### src/sv/tayl_pkg.sv
`timescale 1ns / 1ps
package tayl_pkg;

    localparam int SAMPLES_PER_WINDOW = 10;
    localparam int ANGLE_ITERATIONS   = 16;
    localparam int ITERS_USED  = (ANGLE_ITERATIONS > 24) ? 24 : ANGLE_ITERATIONS;
    localparam int CNT_W       = $clog2(SAMPLES_PER_WINDOW + 1);
    localparam int SUM_W       = 22;
    localparam int NUM_W       = SUM_W + 1;
    localparam int SQ_W        = 2 * SUM_W;
    localparam int ROOT_W      = SUM_W;
    localparam int XY_W        = 36;
    localparam int Z_W         = 25;
    localparam int STEP_W      = 5;
    localparam int RIGHT_ANGLE = 23040;

    localparam logic [3:0] DIV_8 = 4'd8;
    localparam logic [3:0] DIV_4 = 4'd4;
    localparam logic [3:0] DIV_2 = 4'd2;
    localparam logic [3:0] DIV_1 = 4'd1;

    typedef enum logic [1:0] {
        REG_TIME_STEP = 2'd0,
        REG_THR_LOW   = 2'd1,
        REG_THR_MID   = 2'd2,
        REG_THR_HIGH  = 2'd3
    } cfg_index_t;

    typedef struct packed {
        logic signed [SUM_W-1:0] sx;
        logic signed [SUM_W-1:0] sy;
        logic signed [SUM_W-1:0] sz;
        logic signed [19:0]      rate;
    } job_t;

    typedef struct packed {
        logic [15:0]        time_step;
        logic signed [31:0] thr_low;
        logic signed [31:0] thr_mid;
        logic signed [31:0] thr_high;
    } cfg_t;

    function automatic logic signed [Z_W-1:0] atan_entry(input logic [STEP_W-1:0] i);
        logic signed [Z_W-1:0] r;
        case (i)
            5'd0:  r = 25'sd2949120;
            5'd1:  r = 25'sd1740967;
            5'd2:  r = 25'sd919879;
            5'd3:  r = 25'sd466945;
            5'd4:  r = 25'sd234379;
            5'd5:  r = 25'sd117304;
            5'd6:  r = 25'sd58666;
            5'd7:  r = 25'sd29335;
            5'd8:  r = 25'sd14668;
            5'd9:  r = 25'sd7334;
            5'd10: r = 25'sd3667;
            5'd11: r = 25'sd1833;
            5'd12: r = 25'sd917;
            5'd13: r = 25'sd458;
            5'd14: r = 25'sd229;
            5'd15: r = 25'sd115;
            5'd16: r = 25'sd57;
            5'd17: r = 25'sd29;
            5'd18: r = 25'sd14;
            5'd19: r = 25'sd7;
            5'd20: r = 25'sd4;
            5'd21: r = 25'sd2;
            5'd22: r = 25'sd1;
            default: r = 25'sd0;
        endcase
        return r;
    endfunction

endpackage

### src/sv/tilt_angle_yaw_level_classifier_unit.sv
`timescale 1ns / 1ps
// Tilt, yaw and level classifier. Accelerometer samples are summed in the front end, one
// transfer per cycle while the queue is not full, and every tenth sample closes a window
// that yields one result. Closed windows wait in a two-entry queue for the back end, which
// handles one window at a time: it takes the window from the queue, squares the x, y and z
// sums in turn, makes two angle passes on one shared angle unit, each of a start state,
// 22 square-root steps, 16 CORDIC rotations and a done state, then works out yaw and class
// and waits in its output state until the result is loaded. Samples keep flowing until two
// windows are queued behind the one in progress.
module tilt_angle_yaw_level_classifier_unit (
    input  logic               aclk,
    input  logic               aresetn,
    input  logic               cfg_wr_en,
    input  logic [1:0]         cfg_wr_index,
    input  logic [31:0]        cfg_wr_data,
    input  logic               s_valid,
    output logic               s_ready,
    input  logic signed [15:0] s_accel_x,
    input  logic signed [15:0] s_accel_y,
    input  logic signed [15:0] s_accel_z,
    input  logic signed [19:0] s_rate_z,
    output logic               m_valid,
    input  logic               m_ready,
    output logic signed [15:0] m_roll_angle,
    output logic signed [15:0] m_pitch_angle,
    output logic signed [31:0] m_yaw_angle,
    output logic [3:0]         m_note_divisor
);
    import tayl_pkg::*;

    cfg_t cfg_reg;
    job_t push_data, pop_data;
    logic q_push, q_pop, q_full, q_empty;

    always_ff @(posedge aclk) begin
        if (!aresetn) begin
            cfg_reg.time_step <= 16'd6554;
            cfg_reg.thr_low   <= 32'sd0;
            cfg_reg.thr_mid   <= 32'sd512;
            cfg_reg.thr_high  <= 32'sd1024;
        end else if (cfg_wr_en) begin
            unique case (cfg_wr_index)
                REG_TIME_STEP: cfg_reg.time_step <= cfg_wr_data[15:0];
                REG_THR_LOW:   cfg_reg.thr_low   <= cfg_wr_data;
                REG_THR_MID:   cfg_reg.thr_mid   <= cfg_wr_data;
                REG_THR_HIGH:  cfg_reg.thr_high  <= cfg_wr_data;
                default: ;
            endcase
        end
    end

    tayl_front u_front (
        .aclk      (aclk),
        .aresetn   (aresetn),
        .s_valid   (s_valid),
        .s_ready   (s_ready),
        .s_accel_x (s_accel_x),
        .s_accel_y (s_accel_y),
        .s_accel_z (s_accel_z),
        .s_rate_z  (s_rate_z),
        .q_full    (q_full),
        .q_push    (q_push),
        .q_data    (push_data)
    );

    tayl_queue u_queue (
        .aclk      (aclk),
        .aresetn   (aresetn),
        .push      (q_push),
        .push_data (push_data),
        .pop       (q_pop),
        .pop_data  (pop_data),
        .full      (q_full),
        .empty     (q_empty)
    );

    tayl_back u_back (
        .aclk           (aclk),
        .aresetn        (aresetn),
        .cfg            (cfg_reg),
        .q_empty        (q_empty),
        .q_data         (pop_data),
        .q_pop          (q_pop),
        .m_valid        (m_valid),
        .m_ready        (m_ready),
        .m_roll_angle   (m_roll_angle),
        .m_pitch_angle  (m_pitch_angle),
        .m_yaw_angle    (m_yaw_angle),
        .m_note_divisor (m_note_divisor)
    );
endmodule

### src/sv/tayl_front.sv
`timescale 1ns / 1ps
module tayl_front (
    input  logic                aclk,
    input  logic                aresetn,
    input  logic                s_valid,
    output logic                s_ready,
    input  logic signed [15:0]  s_accel_x,
    input  logic signed [15:0]  s_accel_y,
    input  logic signed [15:0]  s_accel_z,
    input  logic signed [19:0]  s_rate_z,
    input  logic                q_full,
    output logic                q_push,
    output tayl_pkg::job_t      q_data
);
    import tayl_pkg::*;

    logic [CNT_W-1:0]        cnt_reg;
    logic signed [SUM_W-1:0] sum_x_reg, sum_y_reg, sum_z_reg;
    logic signed [SUM_W-1:0] sum_x_next, sum_y_next, sum_z_next;
    logic                    take, last;

    assign s_ready    = !q_full;
    assign take       = s_valid && !q_full;
    assign last       = (cnt_reg == CNT_W'(SAMPLES_PER_WINDOW - 1));
    assign sum_x_next = sum_x_reg + SUM_W'(s_accel_x);
    assign sum_y_next = sum_y_reg + SUM_W'(s_accel_y);
    assign sum_z_next = sum_z_reg + SUM_W'(s_accel_z);
    assign q_push     = take && last;

    always_comb begin
        q_data.sx   = sum_x_next;
        q_data.sy   = sum_y_next;
        q_data.sz   = sum_z_next;
        q_data.rate = s_rate_z;
    end

    always_ff @(posedge aclk) begin
        if (!aresetn) begin
            cnt_reg   <= '0;
            sum_x_reg <= '0;
            sum_y_reg <= '0;
            sum_z_reg <= '0;
        end else if (take) begin
            if (last) begin
                cnt_reg   <= '0;
                sum_x_reg <= '0;
                sum_y_reg <= '0;
                sum_z_reg <= '0;
            end else begin
                cnt_reg   <= cnt_reg + 1'b1;
                sum_x_reg <= sum_x_next;
                sum_y_reg <= sum_y_next;
                sum_z_reg <= sum_z_next;
            end
        end
    end
endmodule

### src/sv/tayl_queue.sv
`timescale 1ns / 1ps
module tayl_queue (
    input  logic           aclk,
    input  logic           aresetn,
    input  logic           push,
    input  tayl_pkg::job_t push_data,
    input  logic           pop,
    output tayl_pkg::job_t pop_data,
    output logic           full,
    output logic           empty
);
    import tayl_pkg::*;

    job_t       mem [2];
    logic       wr_ptr_reg, rd_ptr_reg;
    logic [1:0] count_reg;

    assign full     = (count_reg == 2'd2);
    assign empty    = (count_reg == 2'd0);
    assign pop_data = mem[rd_ptr_reg];

    always_ff @(posedge aclk) begin
        if (push) begin
            mem[wr_ptr_reg] <= push_data;
        end
    end

    always_ff @(posedge aclk) begin
        if (!aresetn) begin
            wr_ptr_reg <= 1'b0;
            rd_ptr_reg <= 1'b0;
            count_reg  <= 2'd0;
        end else begin
            if (push) wr_ptr_reg <= !wr_ptr_reg;
            if (pop)  rd_ptr_reg <= !rd_ptr_reg;
            if (push && !pop)      count_reg <= count_reg + 2'd1;
            else if (pop && !push) count_reg <= count_reg - 2'd1;
        end
    end
endmodule

### src/sv/tayl_angle.sv
`timescale 1ns / 1ps
module tayl_angle (
    input  logic                            aclk,
    input  logic                            aresetn,
    input  logic                            start,
    input  logic signed [tayl_pkg::NUM_W-1:0] num,
    input  logic [tayl_pkg::SQ_W-1:0]       sq,
    output logic                            done,
    output logic signed [15:0]              angle
);
    import tayl_pkg::*;

    typedef enum logic [3:0] {
        A_IDLE = 4'b0001,
        A_SQRT = 4'b0010,
        A_CORD = 4'b0100,
        A_DONE = 4'b1000
    } astate_t;

    astate_t                  state_reg;
    logic [SQ_W-1:0]          v_reg;
    logic [ROOT_W+1:0]        rem_reg;
    logic [ROOT_W-1:0]        root_reg;
    logic [STEP_W-1:0]        step_reg;
    logic signed [NUM_W-1:0]  num_reg;
    logic signed [XY_W-1:0]   x_reg, y_reg, x_sh, y_sh;
    logic signed [Z_W-1:0]    z_reg, z_rnd;
    logic [ROOT_W+3:0]        rem_t, trial;
    logic                     fits;
    logic [ROOT_W-1:0]        root_next;

    assign rem_t     = {rem_reg, v_reg[SQ_W-1 -: 2]};
    assign trial     = {2'b00, root_reg, 2'b01};
    assign fits      = (rem_t >= trial);
    assign root_next = {root_reg[ROOT_W-2:0], fits};
    assign x_sh      = x_reg >>> step_reg;
    assign y_sh      = y_reg >>> step_reg;
    assign z_rnd     = (z_reg + Z_W'(128)) >>> 8;
    assign done      = (state_reg == A_DONE);

    always_comb begin
        if (num_reg == '0) begin
            angle = '0;
        end else if (root_reg == '0) begin
            angle = num_reg[NUM_W-1] ? -16'sd23040 : 16'sd23040;
        end else if (z_rnd > Z_W'(RIGHT_ANGLE)) begin
            angle = 16'sd23040;
        end else if (z_rnd < -Z_W'(RIGHT_ANGLE)) begin
            angle = -16'sd23040;
        end else begin
            angle = z_rnd[15:0];
        end
    end

    always_ff @(posedge aclk) begin
        if (!aresetn) begin
            state_reg <= A_IDLE;
        end else begin
            unique case (state_reg)
                A_IDLE: begin
                    if (start) begin
                        v_reg     <= sq;
                        rem_reg   <= '0;
                        root_reg  <= '0;
                        step_reg  <= '0;
                        num_reg   <= num;
                        state_reg <= A_SQRT;
                    end
                end
                A_SQRT: begin
                    rem_reg  <= fits ? (ROOT_W+2)'(rem_t - trial) : rem_t[ROOT_W+1:0];
                    root_reg <= root_next;
                    v_reg    <= v_reg << 2;
                    if (step_reg == STEP_W'(ROOT_W - 1)) begin
                        step_reg  <= '0;
                        x_reg     <= XY_W'({root_next, 8'b0});
                        y_reg     <= XY_W'(num_reg) <<< 8;
                        z_reg     <= '0;
                        state_reg <= A_CORD;
                    end else begin
                        step_reg <= step_reg + 1'b1;
                    end
                end
                A_CORD: begin
                    if (!y_reg[XY_W-1]) begin
                        x_reg <= x_reg + y_sh;
                        y_reg <= y_reg - x_sh;
                        z_reg <= z_reg + atan_entry(step_reg);
                    end else begin
                        x_reg <= x_reg - y_sh;
                        y_reg <= y_reg + x_sh;
                        z_reg <= z_reg - atan_entry(step_reg);
                    end
                    step_reg <= step_reg + 1'b1;
                    if (step_reg == STEP_W'(ITERS_USED - 1)) state_reg <= A_DONE;
                end
                A_DONE: state_reg <= A_IDLE;
                default: state_reg <= A_IDLE;
            endcase
        end
    end
endmodule

### src/sv/tayl_back.sv
`timescale 1ns / 1ps
module tayl_back (
    input  logic                aclk,
    input  logic                aresetn,
    input  tayl_pkg::cfg_t      cfg,
    input  logic                q_empty,
    input  tayl_pkg::job_t      q_data,
    output logic                q_pop,
    output logic                m_valid,
    input  logic                m_ready,
    output logic signed [15:0]  m_roll_angle,
    output logic signed [15:0]  m_pitch_angle,
    output logic signed [31:0]  m_yaw_angle,
    output logic [3:0]          m_note_divisor
);
    import tayl_pkg::*;

    typedef enum logic [10:0] {
        B_IDLE    = 11'b00000000001,
        B_SQX     = 11'b00000000010,
        B_SQY     = 11'b00000000100,
        B_SQZ     = 11'b00000001000,
        B_ROLL    = 11'b00000010000,
        B_ROLL_W  = 11'b00000100000,
        B_PITCH   = 11'b00001000000,
        B_PITCH_W = 11'b00010000000,
        B_YAW_MUL = 11'b00100000000,
        B_YAW_ADD = 11'b01000000000,
        B_OUT     = 11'b10000000000
    } bstate_t;

    bstate_t                 state_reg;
    job_t                    job_reg;
    logic [SQ_W-1:0]         sqx_reg, sqy_reg, sqz_reg;
    logic signed [SUM_W-1:0] mul_a;
    logic signed [SQ_W-1:0]  mul_p;
    logic signed [15:0]      roll_reg, pitch_reg, angle;
    logic signed [31:0]      yaw_reg;
    logic signed [36:0]      prod_reg, inc;
    logic signed [32:0]      yaw_sum;
    logic signed [33:0]      total;
    logic                    a_start, a_done, load;
    logic signed [NUM_W-1:0] a_num;
    logic [SQ_W-1:0]         a_sq;
    logic [3:0]              divisor;
    logic                    m_valid_reg;

    tayl_angle u_angle (
        .aclk    (aclk),
        .aresetn (aresetn),
        .start   (a_start),
        .num     (a_num),
        .sq      (a_sq),
        .done    (a_done),
        .angle   (angle)
    );

    always_comb begin
        unique case (state_reg)
            B_SQY:   mul_a = job_reg.sy;
            B_SQZ:   mul_a = job_reg.sz;
            default: mul_a = job_reg.sx;
        endcase
    end
    assign mul_p = SQ_W'(mul_a) * SQ_W'(mul_a);

    assign a_start = (state_reg == B_ROLL) || (state_reg == B_PITCH);
    assign a_num   = (state_reg == B_ROLL) ? NUM_W'(job_reg.sy) : -NUM_W'(job_reg.sx);
    assign a_sq    = (state_reg == B_ROLL) ? sqx_reg + sqz_reg : sqy_reg + sqz_reg;
    assign q_pop   = (state_reg == B_IDLE) && !q_empty;

    assign inc     = (prod_reg + 37'sd32768) >>> 16;
    assign yaw_sum = 33'(yaw_reg) + 33'(inc);
    assign total   = 34'(roll_reg) + 34'(pitch_reg) + 34'(yaw_reg);

    always_comb begin
        if (total <= 34'(cfg.thr_low))       divisor = DIV_8;
        else if (total <= 34'(cfg.thr_mid))  divisor = DIV_4;
        else if (total <= 34'(cfg.thr_high)) divisor = DIV_2;
        else                                 divisor = DIV_1;
    end

    assign load    = (state_reg == B_OUT) && (!m_valid_reg || m_ready);
    assign m_valid = m_valid_reg;

    always_ff @(posedge aclk) begin
        if (load) begin
            m_roll_angle   <= roll_reg;
            m_pitch_angle  <= pitch_reg;
            m_yaw_angle    <= yaw_reg;
            m_note_divisor <= divisor;
        end
    end

    always_ff @(posedge aclk) begin
        if (!aresetn) begin
            state_reg   <= B_IDLE;
            yaw_reg     <= '0;
            m_valid_reg <= 1'b0;
        end else begin
            if (load)                 m_valid_reg <= 1'b1;
            else if (m_ready)         m_valid_reg <= 1'b0;
            unique case (state_reg)
                B_IDLE: begin
                    if (!q_empty) begin
                        job_reg   <= q_data;
                        state_reg <= B_SQX;
                    end
                end
                B_SQX: begin
                    sqx_reg   <= SQ_W'(mul_p);
                    state_reg <= B_SQY;
                end
                B_SQY: begin
                    sqy_reg   <= SQ_W'(mul_p);
                    state_reg <= B_SQZ;
                end
                B_SQZ: begin
                    sqz_reg   <= SQ_W'(mul_p);
                    state_reg <= B_ROLL;
                end
                B_ROLL:  state_reg <= B_ROLL_W;
                B_ROLL_W: begin
                    if (a_done) begin
                        roll_reg  <= angle;
                        state_reg <= B_PITCH;
                    end
                end
                B_PITCH: state_reg <= B_PITCH_W;
                B_PITCH_W: begin
                    if (a_done) begin
                        pitch_reg <= angle;
                        state_reg <= B_YAW_MUL;
                    end
                end
                B_YAW_MUL: begin
                    prod_reg  <= 37'(job_reg.rate) * 37'(signed'({1'b0, cfg.time_step}));
                    state_reg <= B_YAW_ADD;
                end
                B_YAW_ADD: begin
                    if (yaw_sum > 33'sh0_7FFF_FFFF)       yaw_reg <= 32'sh7FFF_FFFF;
                    else if (yaw_sum < -33'sh0_8000_0000) yaw_reg <= 32'sh8000_0000;
                    else                                  yaw_reg <= yaw_sum[31:0];
                    state_reg <= B_OUT;
                end
                B_OUT: begin
                    if (load) state_reg <= B_IDLE;
                end
                default: state_reg <= B_IDLE;
            endcase
        end
    end
endmodule

### config.mk
export PLATFORM = sky130hd
export DESIGN_NAME = tilt_angle_yaw_level_classifier_unit
export DESIGN_NICKNAME = d
export VERILOG_FILES = /design/src/sv/tayl_pkg.sv /design/src/sv/tilt_angle_yaw_level_classifier_unit.sv /design/src/sv/tayl_front.sv /design/src/sv/tayl_queue.sv /design/src/sv/tayl_angle.sv /design/src/sv/tayl_back.sv
export SDC_FILE = /design/constraint.sdc
export NUM_CORES = 2
export LEC_CHECK = 0
export ABC_AREA = 1
export BUFFER_PORTS_ARGS = -buffer_cell sky130_fd_sc_hd__buf_2
export CORE_MARGIN = 3
export CORE_UTILIZATION = 59
export DETAILED_ROUTE_END_ITERATION = 8
export PLACE_DENSITY_LB_ADDON = 0.08
export RECOVER_POWER = 25
export SLEW_MARGIN = 20
export SYNTH_ARGS = -nofsm -noshare
export SYNTH_HDL_FRONTEND = slang
export SYNTH_HIERARCHICAL = 1
export SYNTH_SLANG_ARGS = --single-unit
### constraint.sdc
create_clock -name aclk -period 7.4 [get_ports aclk]
set_input_delay 1.11 -clock aclk [delete_from_list [all_inputs] [get_ports aclk]]
set_output_delay 1.11 -clock aclk [all_outputs]
set_load 0.1 [all_outputs]
# Word level (Yosys, flattened, before mapping)
# Memories as Yosys holds them, arrays and structs flattened. A register that Yosys moved wholly into a read port is not among the register bits.
# Index checks and enable logic that the tools add are counted.
totals:
  reg_bits: 718
  ram_bits: 172
  romBits: 1408
  inputBits: 107
  out_inout_bits: 70
  word_cells: 201
  n_memories: 3
op_classes:
  addsub: 22
  n_mul: 2
  magnitude_cmp: 8
  eq_ne: 29
  n_shift: 2
  muxes: 58
  n_bitwise: 1
  n_reduce_logical: 42
memory_table:
  columns: ["name", "depth", "word_bits", "rd", "rd_clocked_by_memory_dff", "wr", "line_no", "source"]
  rows:
  - ["(no name shown)", 32, 22, 1, 1, 0, "tayl_pkg.sv:45", "case (i)"]
  - ["(no name shown)", 32, 22, 1, 1, 0, "tayl_pkg.sv:45", null]
  - ["u_queue.mem", 2, 86, 1, 1, 1, "tayl_queue.sv:14", "job_t mem [2];"]
ops:
  columns: ["op", "count"]
  rows:
  - ["2-to-1 mux 25 bit", 8]
  - ["2-to-1 mux 36 bit", 4]
  - ["one-hot mux 36 bit (2 select lines)", 2]
  - ["one-hot mux 11 bit (11 select lines)", 1]
  - ["less-or-equal comparator 34 x 32 -> 1 bit", 3]
  - ["adder 44 bit", 2]
  - ["2-to-1 mux 22 bit", 4]
  - ["2-to-1 mux 44 bit", 2]
  - ["one-hot mux 22 bit (2 select lines)", 2]
  - ["one-hot mux 44 bit (2 select lines)", 1]
  - ["2-to-1 mux 16 bit", 5]
  - ["adder 36 bit", 2]
  - [">>> shifter 36 x 5 -> 36 bit", 2]
  - ["subtractor 36 bit", 2]
  - ["adder 22 x 16 -> 22 bit", 3]
  - ["2-to-1 mux 32 bit", 2]
  - ["one-hot mux 25 bit (2 select lines)", 1]
  - ["2-to-1 mux 24 bit", 2]
  - ["one-hot mux 24 bit (2 select lines)", 1]
  - ["multiplier 22 x 22 -> 44 bit", 1]
  - ["2-to-1 mux 11 bit", 4]
  - ["adder 37 x 17 -> 37 bit, second input constant", 1]
  - ["multiplier 20 x 17 -> 37 bit", 1]
  - ["adder 17 x 32 -> 33 bit", 1]
  - ["other kinds (57)", 107]

# Longest topological paths before layout
logic_depth:
  depth_word: 8
  ltp_mapped: 36
  depth_no_buf: 34

# Cells and area by module
# Netlist, hierarchy kept.
modules_own_cells:
  columns: ["module", "instances", "cells_per_inst", "area_each_um2", "seq_area_each_um2"]
  rows:
  - ["tayl_back", 1, 6258, 53233.6, 11000.6]
  - ["tayl_angle", 1, 3393, 22984.5, 6976.7]
  - ["tayl_front", 1, 1242, 7208.2, 1401.3]
  - ["tayl_queue", 1, 303, 6637.6, 5265.0]
  - ["tilt_angle_yaw_level_classifier_unit", 1, 698, 4652.0, 2242.2]

# Worst setup path before layout
# No wires, ideal clock.
synth_timing:
  path_kind: "in2reg"
  start: "input port aresetn"
  end: "register u_back/job_reg[0] (netlist bit) (enable)"
  setup_ns: 0.636
  arrival_time_ns: 7.357
  t_required_ns: 6.764
  path_slack_ns: -0.593
  path_stages: 3
  cell_sequence: "clkbuf_1 inv_1 nor3_1"
synth_via:
  elab_chain_cells: 1
synth_lines:
  columns: ["element", "line_no", "source"]
  rows:
  - ["start: declaration", "tilt_angle_yaw_level_classifier_unit.sv:12", "input logic aresetn,"]
  - ["AND reduction 3 bit (no line)", null, null]
  - ["end signal: assignment", "tayl_back.sv:106", "job_reg <= q_data;"]
  - ["end: declaration", "tayl_back.sv:33", "job_t job_reg;"]
# Every way passes these cells.
# A chain may end at the register's enable or synchronous reset.

# Final worst setup path
layout_timing:
  start: "register u_back.state_reg[10]"
  end: "register u_back.sqx_reg[36], data pin"
layout_via:
  elab_chain_cells: 3
  word_cells_on_any_way: 4
layout_lines:
  columns: ["element", "line_no", "source"]
  rows:
  - ["start: declaration", "tayl_back.sv:32", "bstate_t state_reg;"]
  - ["start signal: assignment", "tayl_back.sv:97", "state_reg <= B_IDLE;"]
  - ["start signal: assignment", "tayl_back.sv:107", "state_reg <= B_SQX;"]
  - ["start signal: assignment", "tayl_back.sv:112", "state_reg <= B_SQY;"]
  - ["equality test 11 x 4 -> 1 bit / equality test 11 x 3 -> 1 bit (equally long branches)", "tayl_back.sv:59", "unique case (state_reg)"]
  - ["one-hot mux 22 bit (2 select lines) *", "tayl_back.sv:59", null]
  - ["multiplier 22 x 22 -> 44 bit *", "tayl_back.sv:65", "assign mul_p = SQ_W'(mul_a) * SQ_W'(mul_a);"]
  - ["via u_back.mul_p[36]", "tayl_back.sv:36", "logic signed [SQ_W-1:0] mul_p;"]
  - ["end signal: assignment", "tayl_back.sv:111", "sqx_reg <= SQ_W'(mul_p);"]
  - ["end: declaration", "tayl_back.sv:34", "logic [SQ_W-1:0] sqx_reg, sqy_reg, sqz_reg;"]
# The timed path passes the listed nets; every way through them passes the cells marked *.

==> impl_metrics.yaml <==
final_layout:
  layout_common_cells: "2985 x nand2_1, 2119 x inv_1, 848 x nor2_1"
  final_nets: 13900
  area_growth_pct: 12.0
  design_area_um2: 106000
  finalCoreUtilization_pct: 66.8
  stdcell_count: 14500
  final_common_cell: "nand2_1"
  final_layout_size_suffix_gt1_share_pct: 12.0
  largest_register_ffs: 172
sta:
  period_needed_ps: 7490
  fmax_mhz: 134
  maxSlewViolCount: 82
  min_period_over_period_pct: 101
  finClkSkew_ps: 73.7
  rsz0062_at_grt: "true"
  max_slew.worst_pin.slew_ps: 2220
  setup_viol: 30
  fin_ws_ps: -90.3
  finalHoldViolations: 0
  slew_headroom_pct: -48.3
routing:
  highest_layer: "met5"
  wl_per_cell_um: 19.7
  finalWirelength_um: 286000
  wl_met3_um: 21300
  met1Wirelength_um: 121000
  wl_met2_um: 132000
  viasPerCell: 5.57
  vias: 80900
  first_iter_violations: 7340
  ant_nets: 0
  firstDrtPassIters: 6
  post-route-drc-count: 0
critical_path:
  slowest_delay_ps: 630
  reg2reg_slack_ps: -90
  crit_buf_inv: 10
  cp_slowest_cell: "fa_2"
  critPathRequiredTime_ps: 7840
  timing.rr.start: "u_back/state_reg[10]"
  path_delay_family: "adder cells"
  critPathKind: "register to register"
  worstSetupStartpointType: "register"
  rr_endpoint: "u_back/sqx_reg[36]"
  cp_common_cell: "fa_1"
  r2r_cells: 33
  crit_arrival_ps: 7930
  cp-end-kind: "register"
  path_max_fanout: 7
global_routing:
  grt_max_degree: 93
  grt_overflow: 0
  grt_pass1_wl_um: 445000
  antenna_found_initial: 8
  grt_usage_pct: 34.4
  grt_pass1_vias: 80300
floorplanning:
  die_area_um2: 165000
  core_um2: 159000
  start_util_pct: 59.6
  die_w_um: 407
  rows: 146
  ios: 177
  die_y_um: 407
cts:
  clk_latency_ps: 770
  cts.sinks: 981
  cts_buffer_depth: 3
  cts_root_buf: "clkbuf_16"
  clkTransAtPathRegs_ps: 60
  cts_inserted_buffers: 108
  cts_tree: "yes"
  postCtsHoldBufs: 0
  htreeDepth: 3
synthesis:
  ys.warnings.count: 6
  avgSynthCellArea_um2: 7.96
  ys.flop_type: "edfxtp_1"
  synth_cell_type_count: 76
  synth-edff-count: 724
  yosysTopAreaCell: "edfxtp_1"
  synth.area.top_cells: "edfxtp_1 23%, fa_1 17%, nand2_1 12%, inv_1 8.6%, ha_1 8.4%"
  synth_seq_area_share_pct: 28.4
  syn_inst: 11900
  synth_top_area_share_pct: 23.0
  netlist_area_um2: 94700
  async_flop_share_pct: 0
  synth_nets: 13500
  ys_seq_elements: 981
placement:
  place_congestion: 0.995
  place_inst: 14300
  dp_hpwl_um: 227000
  pre_cts_ws_ps: -580
  port_buffers: 176
  place_area_um2: 100000
outcome:
  violations: "max-capacitance violations, max-slew violations, negative setup slack"
  status: "finished with violations"
worst_hold_path:
  hp-class: "register to register"
  hold_end: "u_front/sum_z_reg[5]"
  min-delay-start: "u_front/sum_z_reg[5]"
  whs_path_depth: 2
job:
  maxCapViolations: 3
-- worst reg2reg max path: cells and delay by family (launching register included) --
family	cells	cell delay, ps
DFF	1	340
and+or+nand+nor	9	890
adders and majority gates	8	3970
AOI/OAI and AO/OA	5	940
buffers and inverters	10	920
xor gates and xnor gates	1	190
-- cells by family (layout without fill, tap and decap cells) --
group	after synthesis	count (layout)	synth area share, %
adder cells (fa/ha/maj)	1459	1459	25.8
XOR/XNOR	363	363	3.36
AO/OA/AOI/OAI	1315	1315	7.77
other	0	6	0
AND/OR/NAND/NOR	5096	5096	22.6
buffers and inverters	2594	3145	10.9
flip-flops	981	981	28.4
multiplexers	86	86	1.18
-- layout make-up --
type | instances | area (um2)
diodes | 6 | 15.0
clock buffers | 129 | 2940
clock inverters | 73 | 838
fillers | 13300 | 52800
inverters | 2233 | 8450
multi-input cells | 8319 | 59000
flip-flops and latches | 981 | 26900
well taps | 2072 | 2590
repair buffers | 708 | 5370
repair inverters | 2 | 15.0
-- what timing repair did --
| item | 4_1_cts | 5_1_grt |
|---|---|---|
| gates resized for setup | 245 | 168 |
| cloned | 3 | 2 |
| hold endpoints to repair | 0 | 0 |
| pin swaps | 64 | 74 |
| buffers inserted | 29 | 20 |
| endpoints found under the setup margin | 93 | 102 |
-- synthesized netlist by cell type (all sizes together) (9+ instances only) --
library cell  instances
nand2              3083
inv                2232
nor2                918
fa                  821
nand3               729
edfxtp              724
ha                  638
a21oi               629
o21ai               417
dfxtp               257
xor2                230
buf                 223
clkbuf              138
xnor2               133
nand4               106
nor3                102
mux2                 86
o21bai               54
a31oi                51
and2                 45
nor4                 42
a21o                 39
or2                  31
a21boi               22
nand3b               22
o21a                 22
o211ai               21
o221ai               14
a211oi               10
and3                  9
-- metal layers --
layer | up-vias | GRT usage (%)
li1 | 38500 | -
met2 | 3126 | 56.0
met1 | 38600 | 46.4
met4 | 6 | 12.5
met5 | - | 0
met3 | 618 | 5.79
-- per-stage QoR --
| stage | TNS, ps | hold slack (ps) |
|---|---|---|
| finish | -1210 | 470 |
| global route | -15950 | 486 |
| CTS | -40.1 | 471 |
| detailed placement | -34060 | 462 |
| global placement | -28590 | 456 |
| floorplan | 0 | 427 |
-- how the worst max path moves through the flow --
stage,from,endpoint,slack (ps),cells after the start
6_report,u_back/state_reg[10],u_back/sqx_reg[36],-90,33
5_1_grt,u_back/state_reg[10],u_back/sqz_reg[33],-300,35
4_1_cts,u_back/state_reg[8],u_back/sqx_reg[39],-10,33
3_5_place_dp,u_back/state_reg[10],u_back/sqx_reg[19],-580,36
3_3_place_gp,u_back/state_reg[10],u_back/sqz_reg[19],-510,36
2_1_floorplan,u_back/state_reg[4],u_back/sqx_reg[42],40,32
Power is left out: the tool's default activity adds up to more than one toggle a clock period on the data nets, which glitch-free logic cannot reach.
